`config.mk`:
```
export PLATFORM = sky130hd
export DESIGN_NAME = integer_field_formatter
export DESIGN_NICKNAME = d
export VERILOG_FILES = /design/src/design/iff_pkg.sv /design/src/design/iff_digit_conv.sv /design/src/design/iff_emitter.sv /design/src/design/integer_field_formatter.sv
export SDC_FILE = /design/constraint.sdc
export NUM_CORES = 1
export LEC_CHECK = 0
export BUFFER_PORTS_ARGS = -buffer_cell sky130_fd_sc_hd__buf_2
export CAP_MARGIN = 20
export CORE_UTILIZATION = 65
export CTS_CLUSTER_DIAMETER = 40
export DETAILED_ROUTE_END_ITERATION = 12
export GPL_ROUTABILITY_DRIVEN = 0
export PLACE_DENSITY_LB_ADDON = 0.1
export SLEW_MARGIN = 20
export SYNTH_ARGS = -nofsm -noshare
export SYNTH_HDL_FRONTEND = slang
export SYNTH_SLANG_ARGS = --single-unit
```
`constraint.sdc`:
```
create_clock -name clk -period 9.5 [get_ports clk]
set_clock_uncertainty 0.2 [all_clocks]
set_input_delay 1.425 -clock clk [delete_from_list [all_inputs] [get_ports clk]]
set_output_delay 1.425 -clock clk [all_outputs]
set_load 0.02 [all_outputs]
```
`src/design/iff_pkg.sv`:
```
// Package for the integer field formatter: sizes, character codes, mode codes,
// the request and status structs, and the digit to character helpers.
// Depends on nothing; every module of the formatter imports it.
`default_nettype none

package iff_pkg;

  localparam int VALUE_W    = 32;
  localparam int NUM_DIGITS = 11;
  localparam int DIG_W      = $clog2(NUM_DIGITS + 1);
  localparam int CNT_W      = $clog2(VALUE_W);
  localparam int MAX_FIELD  = 31;
  localparam int FCNT_W     = $clog2(2 * MAX_FIELD + 3);

  localparam logic [1:0] RADIX_DEC  = 2'd0;
  localparam logic [1:0] RADIX_OCT  = 2'd1;
  localparam logic [1:0] RADIX_HEXL = 2'd2;
  localparam logic [1:0] RADIX_HEXU = 2'd3;

  localparam logic [2:0] FLAG_NONE  = 3'd0;
  localparam logic [2:0] FLAG_LEFT  = 3'd1;
  localparam logic [2:0] FLAG_PLUS  = 3'd2;
  localparam logic [2:0] FLAG_SPACE = 3'd3;
  localparam logic [2:0] FLAG_ALT   = 3'd4;
  localparam logic [2:0] FLAG_ZPAD  = 3'd5;

  localparam logic [7:0] CH_SPACE = 8'h20;
  localparam logic [7:0] CH_PLUS  = 8'h2B;
  localparam logic [7:0] CH_MINUS = 8'h2D;
  localparam logic [7:0] CH_ZERO  = 8'h30;
  localparam logic [7:0] CH_LA    = 8'h61;
  localparam logic [7:0] CH_LF    = 8'h66;
  localparam logic [7:0] CH_LX    = 8'h78;
  localparam logic [7:0] CH_CASE  = 8'h20;

  typedef struct packed {
    logic       neg;
    logic       nz;
    logic [1:0] radix;
    logic [2:0] flag;
    logic [4:0] width;
    logic [5:0] prec;
  } item_t;

  typedef struct packed {
    logic             ready;
    logic [DIG_W-1:0] ndig;
    logic [3:0]       top_digit;
  } conv_stat_t;

  function automatic logic [7:0] digit_char(input logic [3:0] d);
    logic [7:0] c;
    if (d < 4'd10) begin
      c = CH_ZERO + {4'd0, d};
    end else begin
      c = CH_LA + {4'd0, d} - 8'd10;
    end
    return c;
  endfunction

  function automatic logic [7:0] to_upper(input logic [7:0] c, input logic upper);
    logic [7:0] r;
    r = c;
    if (upper && (((c >= CH_LA) && (c <= CH_LF)) || (c == CH_LX))) begin
      r = c - CH_CASE;
    end
    return r;
  endfunction

endpackage

`default_nettype wire

```
`src/design/iff_digit_conv.sv`:
```
// Digit converter: a shift-and-add-3 register turns the magnitude into decimal
// digits one bit per cycle; octal and hex digits load directly. Leading zeros
// are then shifted out one digit per cycle. Depends on iff_pkg.
`default_nettype none

module iff_digit_conv import iff_pkg::*; (
  input  wire logic               clk,
  input  wire logic               rst,
  input  wire logic               start,
  input  wire logic [VALUE_W-1:0] mag,
  input  wire logic [1:0]         radix,
  input  wire logic               shift,
  output conv_stat_t              stat
);

  typedef enum logic [1:0] {C_IDLE, C_DABBLE, C_NORM, C_HOLD} cstate_t;

  cstate_t                    state;
  logic [NUM_DIGITS-1:0][3:0] digits;
  logic [VALUE_W-1:0]         mag_sr;
  logic [CNT_W-1:0]           bit_cnt;
  logic [DIG_W-1:0]           ndig;

  logic [NUM_DIGITS-1:0][3:0] adj;
  logic [4*NUM_DIGITS:0]      flat;
  logic [NUM_DIGITS-1:0][3:0] load_digits;
  logic [3*NUM_DIGITS-1:0]    mag_oct;
  logic [4*NUM_DIGITS-1:0]    mag_hex;
  logic                       bcd_ok;

  always_comb begin
    mag_oct = (3*NUM_DIGITS)'(mag);
    mag_hex = (4*NUM_DIGITS)'(mag);
    bcd_ok  = 1'b1;
    for (int i = 0; i < NUM_DIGITS; i++) begin
      adj[i] = (digits[i] >= 4'd5) ? digits[i] + 4'd3 : digits[i];
      bcd_ok = bcd_ok && (digits[i] <= 4'd9);
      if (radix == RADIX_OCT) begin
        load_digits[i] = {1'b0, mag_oct[3*i +: 3]};
      end else begin
        load_digits[i] = mag_hex[4*i +: 4];
      end
    end
    flat = {adj, mag_sr[VALUE_W-1]};
  end

  assign stat.ready     = (state == C_HOLD);
  assign stat.ndig      = ndig;
  assign stat.top_digit = digits[NUM_DIGITS-1];

  always_ff @(posedge clk) begin
    if (rst) begin
      state <= C_IDLE;
    end else if (start) begin
      ndig <= DIG_W'(NUM_DIGITS);
      if (radix == RADIX_DEC) begin
        digits  <= '0;
        mag_sr  <= mag;
        bit_cnt <= CNT_W'(VALUE_W - 1);
        state   <= C_DABBLE;
      end else begin
        digits <= load_digits;
        state  <= C_NORM;
      end
    end else begin
      unique case (state)
        C_IDLE: begin
        end
        C_DABBLE: begin
          digits  <= flat[4*NUM_DIGITS-1:0];
          mag_sr  <= {mag_sr[VALUE_W-2:0], 1'b0};
          bit_cnt <= bit_cnt - CNT_W'(1);
          if (bit_cnt == '0) begin
            state <= C_NORM;
          end
        end
        C_NORM: begin
          if ((digits[NUM_DIGITS-1] == 4'd0) && (ndig > DIG_W'(1))) begin
            digits <= {digits[NUM_DIGITS-2:0], 4'd0};
            ndig   <= ndig - DIG_W'(1);
          end else begin
            state <= C_HOLD;
          end
        end
        C_HOLD: begin
          if (shift) begin
            digits <= {digits[NUM_DIGITS-2:0], 4'd0};
          end
        end
        default: state <= C_IDLE;
      endcase
    end
  end

  a_ndig_range: assert property (@(posedge clk) disable iff (rst)
    stat.ready |-> (ndig != '0) && (ndig <= DIG_W'(NUM_DIGITS)))
    else $error("digit count out of range while digits are offered");

  a_no_lead_zero: assert property (@(posedge clk) disable iff (rst)
    $rose(stat.ready) |-> (digits[NUM_DIGITS-1] != 4'd0) || (ndig == DIG_W'(1)))
    else $error("leading zero left after normalization");

  a_bcd_valid: assert property (@(posedge clk) disable iff (rst)
    (state == C_DABBLE) |-> bcd_ok)
    else $error("decimal digit above nine during conversion");

endmodule

`default_nettype wire

```
`src/design/iff_emitter.sv`:
```
// Field sequencer: plans pad, prefix, zero and digit counts once the digits
// are ready, then sends one character per cycle, as out_ready allows,
// through an output register. Depends on iff_pkg and iff_digit_conv status.
`default_nettype none

module iff_emitter import iff_pkg::*; (
  input  wire logic       clk,
  input  wire logic       rst,
  input  wire logic       start,
  input  wire item_t      item,
  input  wire conv_stat_t stat,
  output logic            idle,
  output logic            shift,
  output logic [7:0]      char_out,
  output logic            last,
  output logic            out_valid,
  input  wire logic       out_ready
);

  typedef enum logic [1:0] {E_IDLE, E_WAIT, E_EMIT} estate_t;

  estate_t           state;
  item_t             itm;
  logic [FCNT_W-1:0] lpad;
  logic [1:0]        pcnt;
  logic [7:0]        pre0;
  logic [7:0]        pre1;
  logic [FCNT_W-1:0] zcnt;
  logic [DIG_W-1:0]  dcnt;
  logic [FCNT_W-1:0] rpad;
  logic [FCNT_W-1:0] remaining;

  logic [FCNT_W-1:0] w_sat, p_sat, ndig_f, zeros_base, body, extra, npre_f;
  logic              prec_given;
  logic [1:0]        npre;
  logic [7:0]        p0, p1, ch;
  logic              emit_fire;
  logic [FCNT_W+1:0] seg_sum;

  always_comb begin
    w_sat = (FCNT_W'(itm.width) > FCNT_W'(MAX_FIELD)) ? FCNT_W'(MAX_FIELD)
                                                      : FCNT_W'(itm.width);
    p_sat = (FCNT_W'(itm.prec[4:0]) > FCNT_W'(MAX_FIELD)) ? FCNT_W'(MAX_FIELD)
                                                          : FCNT_W'(itm.prec[4:0]);
    prec_given = !itm.prec[5];
    ndig_f     = FCNT_W'(stat.ndig);
    npre = 2'd0;
    p0   = CH_ZERO;
    p1   = CH_LX;
    if (itm.radix == RADIX_DEC) begin
      if (itm.neg) begin
        npre = 2'd1;
        p0   = CH_MINUS;
      end else if (itm.nz && (itm.flag == FLAG_PLUS)) begin
        npre = 2'd1;
        p0   = CH_PLUS;
      end else if (itm.nz && (itm.flag == FLAG_SPACE)) begin
        npre = 2'd1;
        p0   = CH_SPACE;
      end
    end else if (itm.flag == FLAG_ALT) begin
      npre = (itm.radix == RADIX_OCT) ? 2'd1 : 2'd2;
    end
    npre_f     = FCNT_W'(npre);
    zeros_base = (prec_given && (p_sat > ndig_f)) ? p_sat - ndig_f : '0;
    body       = npre_f + zeros_base + ndig_f;
    extra      = (w_sat > body) ? w_sat - body : '0;

    priority if (lpad != '0) begin
      ch = CH_SPACE;
    end else if (pcnt != 2'd0) begin
      ch = pre0;
    end else if (zcnt != '0) begin
      ch = CH_ZERO;
    end else if (dcnt != '0) begin
      ch = digit_char(stat.top_digit);
    end else begin
      ch = CH_SPACE;
    end

    emit_fire = (state == E_EMIT) && (!out_valid || out_ready);
    shift = emit_fire && (lpad == '0) && (pcnt == 2'd0) && (zcnt == '0) && (dcnt != '0);
    seg_sum = (FCNT_W+2)'(lpad) + (FCNT_W+2)'(pcnt) + (FCNT_W+2)'(zcnt)
            + (FCNT_W+2)'(dcnt) + (FCNT_W+2)'(rpad);
  end

  assign idle = (state == E_IDLE);

  always_ff @(posedge clk) begin
    if (rst) begin
      state     <= E_IDLE;
      out_valid <= 1'b0;
    end else begin
      if (out_valid && out_ready && !emit_fire) begin
        out_valid <= 1'b0;
      end
      unique case (state)
        E_IDLE: begin
          if (start) begin
            itm   <= item;
            state <= E_WAIT;
          end
        end
        E_WAIT: begin
          if (stat.ready) begin
            pcnt      <= npre;
            pre0      <= p0;
            pre1      <= p1;
            dcnt      <= stat.ndig;
            remaining <= body + extra;
            if (itm.flag == FLAG_LEFT) begin
              lpad <= '0;
              rpad <= extra;
              zcnt <= zeros_base;
            end else if (!prec_given && (itm.flag == FLAG_ZPAD)) begin
              lpad <= '0;
              rpad <= '0;
              zcnt <= zeros_base + extra;
            end else begin
              lpad <= extra;
              rpad <= '0;
              zcnt <= zeros_base;
            end
            state <= E_EMIT;
          end
        end
        E_EMIT: begin
          if (emit_fire) begin
            out_valid <= 1'b1;
            char_out  <= to_upper(ch, itm.radix == RADIX_HEXU);
            last      <= (remaining == FCNT_W'(1));
            remaining <= remaining - FCNT_W'(1);
            priority if (lpad != '0) begin
              lpad <= lpad - FCNT_W'(1);
            end else if (pcnt != 2'd0) begin
              pcnt <= pcnt - 2'd1;
              pre0 <= pre1;
            end else if (zcnt != '0) begin
              zcnt <= zcnt - FCNT_W'(1);
            end else if (dcnt != '0) begin
              dcnt <= dcnt - DIG_W'(1);
            end else begin
              rpad <= rpad - FCNT_W'(1);
            end
            if (remaining == FCNT_W'(1)) begin
              state <= E_IDLE;
            end
          end
        end
        default: state <= E_IDLE;
      endcase
    end
  end

  a_count_match: assert property (@(posedge clk) disable iff (rst)
    (state == E_EMIT) |-> (seg_sum == (FCNT_W+2)'(remaining)))
    else $error("segment counts disagree with the remaining character count");

  a_last_ends: assert property (@(posedge clk) disable iff (rst)
    (emit_fire && (remaining == FCNT_W'(1))) |=> (state == E_IDLE) && out_valid && last)
    else $error("final character did not close the request");

  a_digit_ready: assert property (@(posedge clk) disable iff (rst)
    shift |-> stat.ready)
    else $error("digit taken before the converter finished");

endmodule

`default_nettype wire

```
`src/design/integer_field_formatter.sv`:
```
// Flow: a decimal request passes through the bit-serial converter and then has
// its leading zeros stripped; octal and hex skip the converter.
// Throughput: one character per cycle unless out_ready stalls it, 1 to 33 characters
// per request; the next request is accepted once the last character has entered
// the output register.
// Reset: synchronous and active high; it empties the output register and idles both units.
`default_nettype none

module integer_field_formatter import iff_pkg::*; (
  input  wire logic               clk,
  input  wire logic               rst,
  input  wire logic               in_valid,
  output logic                    in_ready,
  input  wire logic signed [31:0] value,
  input  wire logic [1:0]         radix_mode,
  input  wire logic [2:0]         flag_mode,
  input  wire logic [4:0]         field_width,
  input  wire logic signed [5:0]  min_digits,
  output logic                    out_valid,
  input  wire logic               out_ready,
  output logic [7:0]              char_out,
  output logic                    last
);

  logic               idle;
  logic               start;
  logic               shift;
  logic [VALUE_W-1:0] uval;
  logic [VALUE_W-1:0] mag;
  item_t              item;
  conv_stat_t         stat;

  always_comb begin
    uval        = VALUE_W'(value);
    item.neg    = (radix_mode == RADIX_DEC) && uval[VALUE_W-1];
    item.nz     = (uval != '0);
    item.radix  = radix_mode;
    item.flag   = flag_mode;
    item.width  = field_width;
    item.prec   = min_digits;
    mag         = item.neg ? ('0 - uval) : uval;
  end

  assign in_ready = idle;
  assign start    = in_valid && in_ready;

  iff_digit_conv u_conv (
    .clk   (clk),
    .rst   (rst),
    .start (start),
    .mag   (mag),
    .radix (radix_mode),
    .shift (shift),
    .stat  (stat)
  );

  iff_emitter u_emit (
    .clk       (clk),
    .rst       (rst),
    .start     (start),
    .item      (item),
    .stat      (stat),
    .idle      (idle),
    .shift     (shift),
    .char_out  (char_out),
    .last      (last),
    .out_valid (out_valid),
    .out_ready (out_ready)
  );

endmodule

`default_nettype wire
```
==> metrics <==
Final Hold Fails=0; n_diodes=0; mapped cell area=10070 sq um; crit end category=flip-flop; Area growth syn-to-layout=10.52%; Starting DRT DRC Count=805; Max Cap Violations=0; hold path depth=1; Met2 Wirelength=11880 um; die area=16000 sq um; TNS Setup=0 ns; clock root cell=clkbuf_16; DR vias=8182; CTS Sinks=150; CP max FO=6; post-route clock period utilization=0.6704; Post-Syn Instances=1062; min cycle time layout=6.369 ns; Max H-tree Level=4; cts bufs inserted=17; Comb pwr share=0.230; PortBufs=62; core area=15150 sq um; Seq pwr share=0.418; Worst Hold End=u_emit.state[0]; power per cell area=175.0 nW/um^2; final net count=1223; most area-hungry cell type in the Yosys netlist=edfxtp_1; CTS clk-pin slew, worst paths=0.06 ns; Residual DRC=0; reg2reg start=u_conv.ndig[0]; clock share of power=0.352; Yosys cell types=66; R2R cell count=28; pin count of the biggest net entering global routing=101; FF+latch count, synth=150; worst slew pin tran=1.092 ns; Site Rows=45; proportion of layout cells with a drive suffix above 1=0.1092; achievable clock frequency=157.0 MHz; Critical Setup Path Class=reg2reg; Die Ht=126.5 um; clock tree buffer depth=2; Setup Buffers After CTS=0; sequential area share after synthesis=0.4422; Peak VDD IR=0.1404 mV; leakage power=4.326 nW; Critical Path AT=6.44 ns; Top FF cell, synth=edfxtp_1; chip width=126.5 um; HP Start=u_emit.state[1]; WP data required=9.57 ns; post-route cell area=11130 sq um; io pins=63; first-pass GRT wire length=38050 um; clk_lat worst skew=0.43 ns; Mean Syn Cell Area=9.485 sq um; Area contributors post-synth=edfxtp_1 43%, ha_1 7.5%, a21oi_1 4.8%; Worst path top cell family by delay=adder cells; vias in the first global route=7683; DRT Pass-1 Iters=5; R2R Path End=u_emit.zcnt[6]; Async SR Flop Fraction=0; status=complete, no violations; RSZ-0062 raised after global routing=no; initial antenna violation count=0; reg-to-reg setup timing slack=3.13 ns; synth warn=0; Sw Pwr=0.5902 mW; HPWL after DPL=16640 um; worst relative slew slack=0.2700; quantity of hold-fixing buffers added after cts=0; top-area cell type share of the netlist area=0.4322; post-CTS sizing=0; initial core utilization=0.6651; WL met3=1704 um; CP bufs+invs=3; Final WS setup=3.131 ns; Setup WS pre-CTS=3.233 ns; met1 WL=9389 um; placed cell area=10530 sq um; grt total ovfl=0; P_int=1.358 mW; GRT Resource Usage Total=0.3082; number of flops mapped to enable cells by yosys=145; drt total wl=23760 um; CP peak stage delay=0.44 ns; # setup viols final=0; startpoint types=flip-flop; max layer used=met4; clock tree from TritonCTS=yes; HP Class=reg2reg; Final Max Slew Viols=0; Sw Ratio=0.3030; Via-to-Cell Ratio=6.270; WL/cell=18.21 um; slowest stage cell, crit path=edfxtp_1; Routed Antenna Nets=0; final core occ=0.7351
[Yosys cell counts (14+ instances only)]
| cell type | n |
|---|---|
| inv_1 | 77 |
| nand2b_1 | 22 |
| nand2_1 | 117 |
| a31oi_1 | 31 |
| xnor2_1 | 44 |
| edfxtp_1 | 145 |
| a221oi_1 | 23 |
| ha_1 | 60 |
| nor2_1 | 78 |
| nand3_1 | 17 |
| o21ai_0 | 80 |
| or3_1 | 14 |
| xor2_1 | 30 |
| clkbuf_1 | 43 |
| nor3_1 | 17 |
| a21oi_1 | 96 |
[worst max-delay path by stage]
| stage | cells after the start | from | to |
|---|---|---|---|
| floorplan | 28 | u_conv.ndig[0] | u_emit.zcnt[6] |
| global placement | 27 | u_conv.ndig[0] | u_emit.zcnt[6] |
| detailed placement | 28 | u_conv.ndig[0] | u_emit.zcnt[6] |
| CTS | 28 | u_conv.ndig[0] | u_emit.zcnt[6] |
| global route | 28 | u_conv.ndig[0] | u_emit.zcnt[6] |
| finish | 28 | u_conv.ndig[0] | u_emit.zcnt[6] |
[worst register-to-register path: cells and delay by family, from the launching register on]
family,cells,cell delay [ns]
AO/OA/AOI/OAI,12,1.86
flip-flops,1,0.44
adder cells (fa/ha/maj),6,2.02
XOR/XNOR,1,0.20
AND/OR/NAND/NOR,6,1.23
buffers and inverters,3,0.25
[area by class of cell]
type	count	area, sq um
multi-input cells	786	5179
flip-flops and latches	150	4454
fillers	1133	4013
clock buffers	17	425.4
repair buffers	71	377.9
inverters	78	292.8
well taps	188	235.2
clock inverters	15	168.9
[per-layer routing]
metal / vias to the layer above / track usage
met5: - / 0
met4: 0 / 0.1283
met3: 59 / 0.05778
met2: 364 / 0.5385
met1: 3810 / 0.3752
li1: 3949 / -
[cell usage in the layout, fill, tap and decap left out, types with 8 or more instances in the layout]
cell type / Yosys / layout
a211oi_1: 8 / 8
a21o_1: 9 / 9
a21oi_1: 96 / 95
a221oi_1: 23 / 23
a31oi_1: 31 / 31
buf_2: 1 / 62
buf_4: 0 / 9
clkbuf_16: 0 / 17
edfxtp_1: 145 / 145
ha_1: 60 / 60
inv_1: 77 / 77
mux2i_1: 10 / 10
nand2_1: 117 / 116
nand2b_1: 22 / 22
nand3_1: 17 / 17
nor2_1: 78 / 77
nor2b_1: 10 / 9
nor3_1: 17 / 17
o21a_1: 9 / 9
o21ai_0: 80 / 80
or3_1: 14 / 14
xnor2_1: 44 / 44
xor2_1: 30 / 30
[registers in the layout, summed over array words and instances, names as in the netlist]
signal / flops
u_conv.stat: 4
u_emit.remaining: 7
u_conv.digits: 40
u_emit.dcnt: 4
u_emit.state: 2
u_emit.itm: 18
u_conv.ndig: 4
u_conv.mag_sr: 32
u_conv.state: 2
u_emit.out_valid: 1
u_emit.pre0: 6
u_emit.pcnt: 2
u_conv.bit_cnt: 5
u_emit.zcnt: 7
u_emit.last: 1
u_emit.char_out: 8
u_emit.lpad: 7
[power by group through the flow]
| stage | clock network [mW] | logic, mW | registers (mW) |
|---|---|---|---|
| after global routing | 0.720 | 0.496 | 0.819 |
| after global placement | 0 | 0.425 | 0.827 |
| after detailed placement | 0 | 0.436 | 0.827 |
| after CTS | 0.692 | 0.442 | 0.814 |
| final | 0.686 | 0.447 | 0.815 |
| after floorplan | 0 | 0.334 | 0.819 |
[logic make-up after synthesis]
group | synth area share
AO/OA/AOI/OAI | 0.1956
XOR/XNOR | 0.06434
adder cells (fa/ha/maj) | 0.08844
buffers and inverters | 0.04782
flip-flops | 0.4422
multiplexers | 0.009937
other | 0.0003723
AND/OR/NAND/NOR | 0.1513
[per-stage QoR]
step | hold slack [ns] | std cells | total power, mW
2_1_floorplan | 0.2374 | 1064 | 1.153
3_3_place_gp | 0.2657 | 1273 | 1.251
3_5_place_dp | 0.2657 | 1273 | 1.263
4_1_cts | 0.3099 | 1305 | 1.948
5_1_grt | 0.3253 | 1305 | 2.034
6_report | 0.3030 | 1305 | 1.948
No activity file was read; power rests on OpenSTA's default activity.
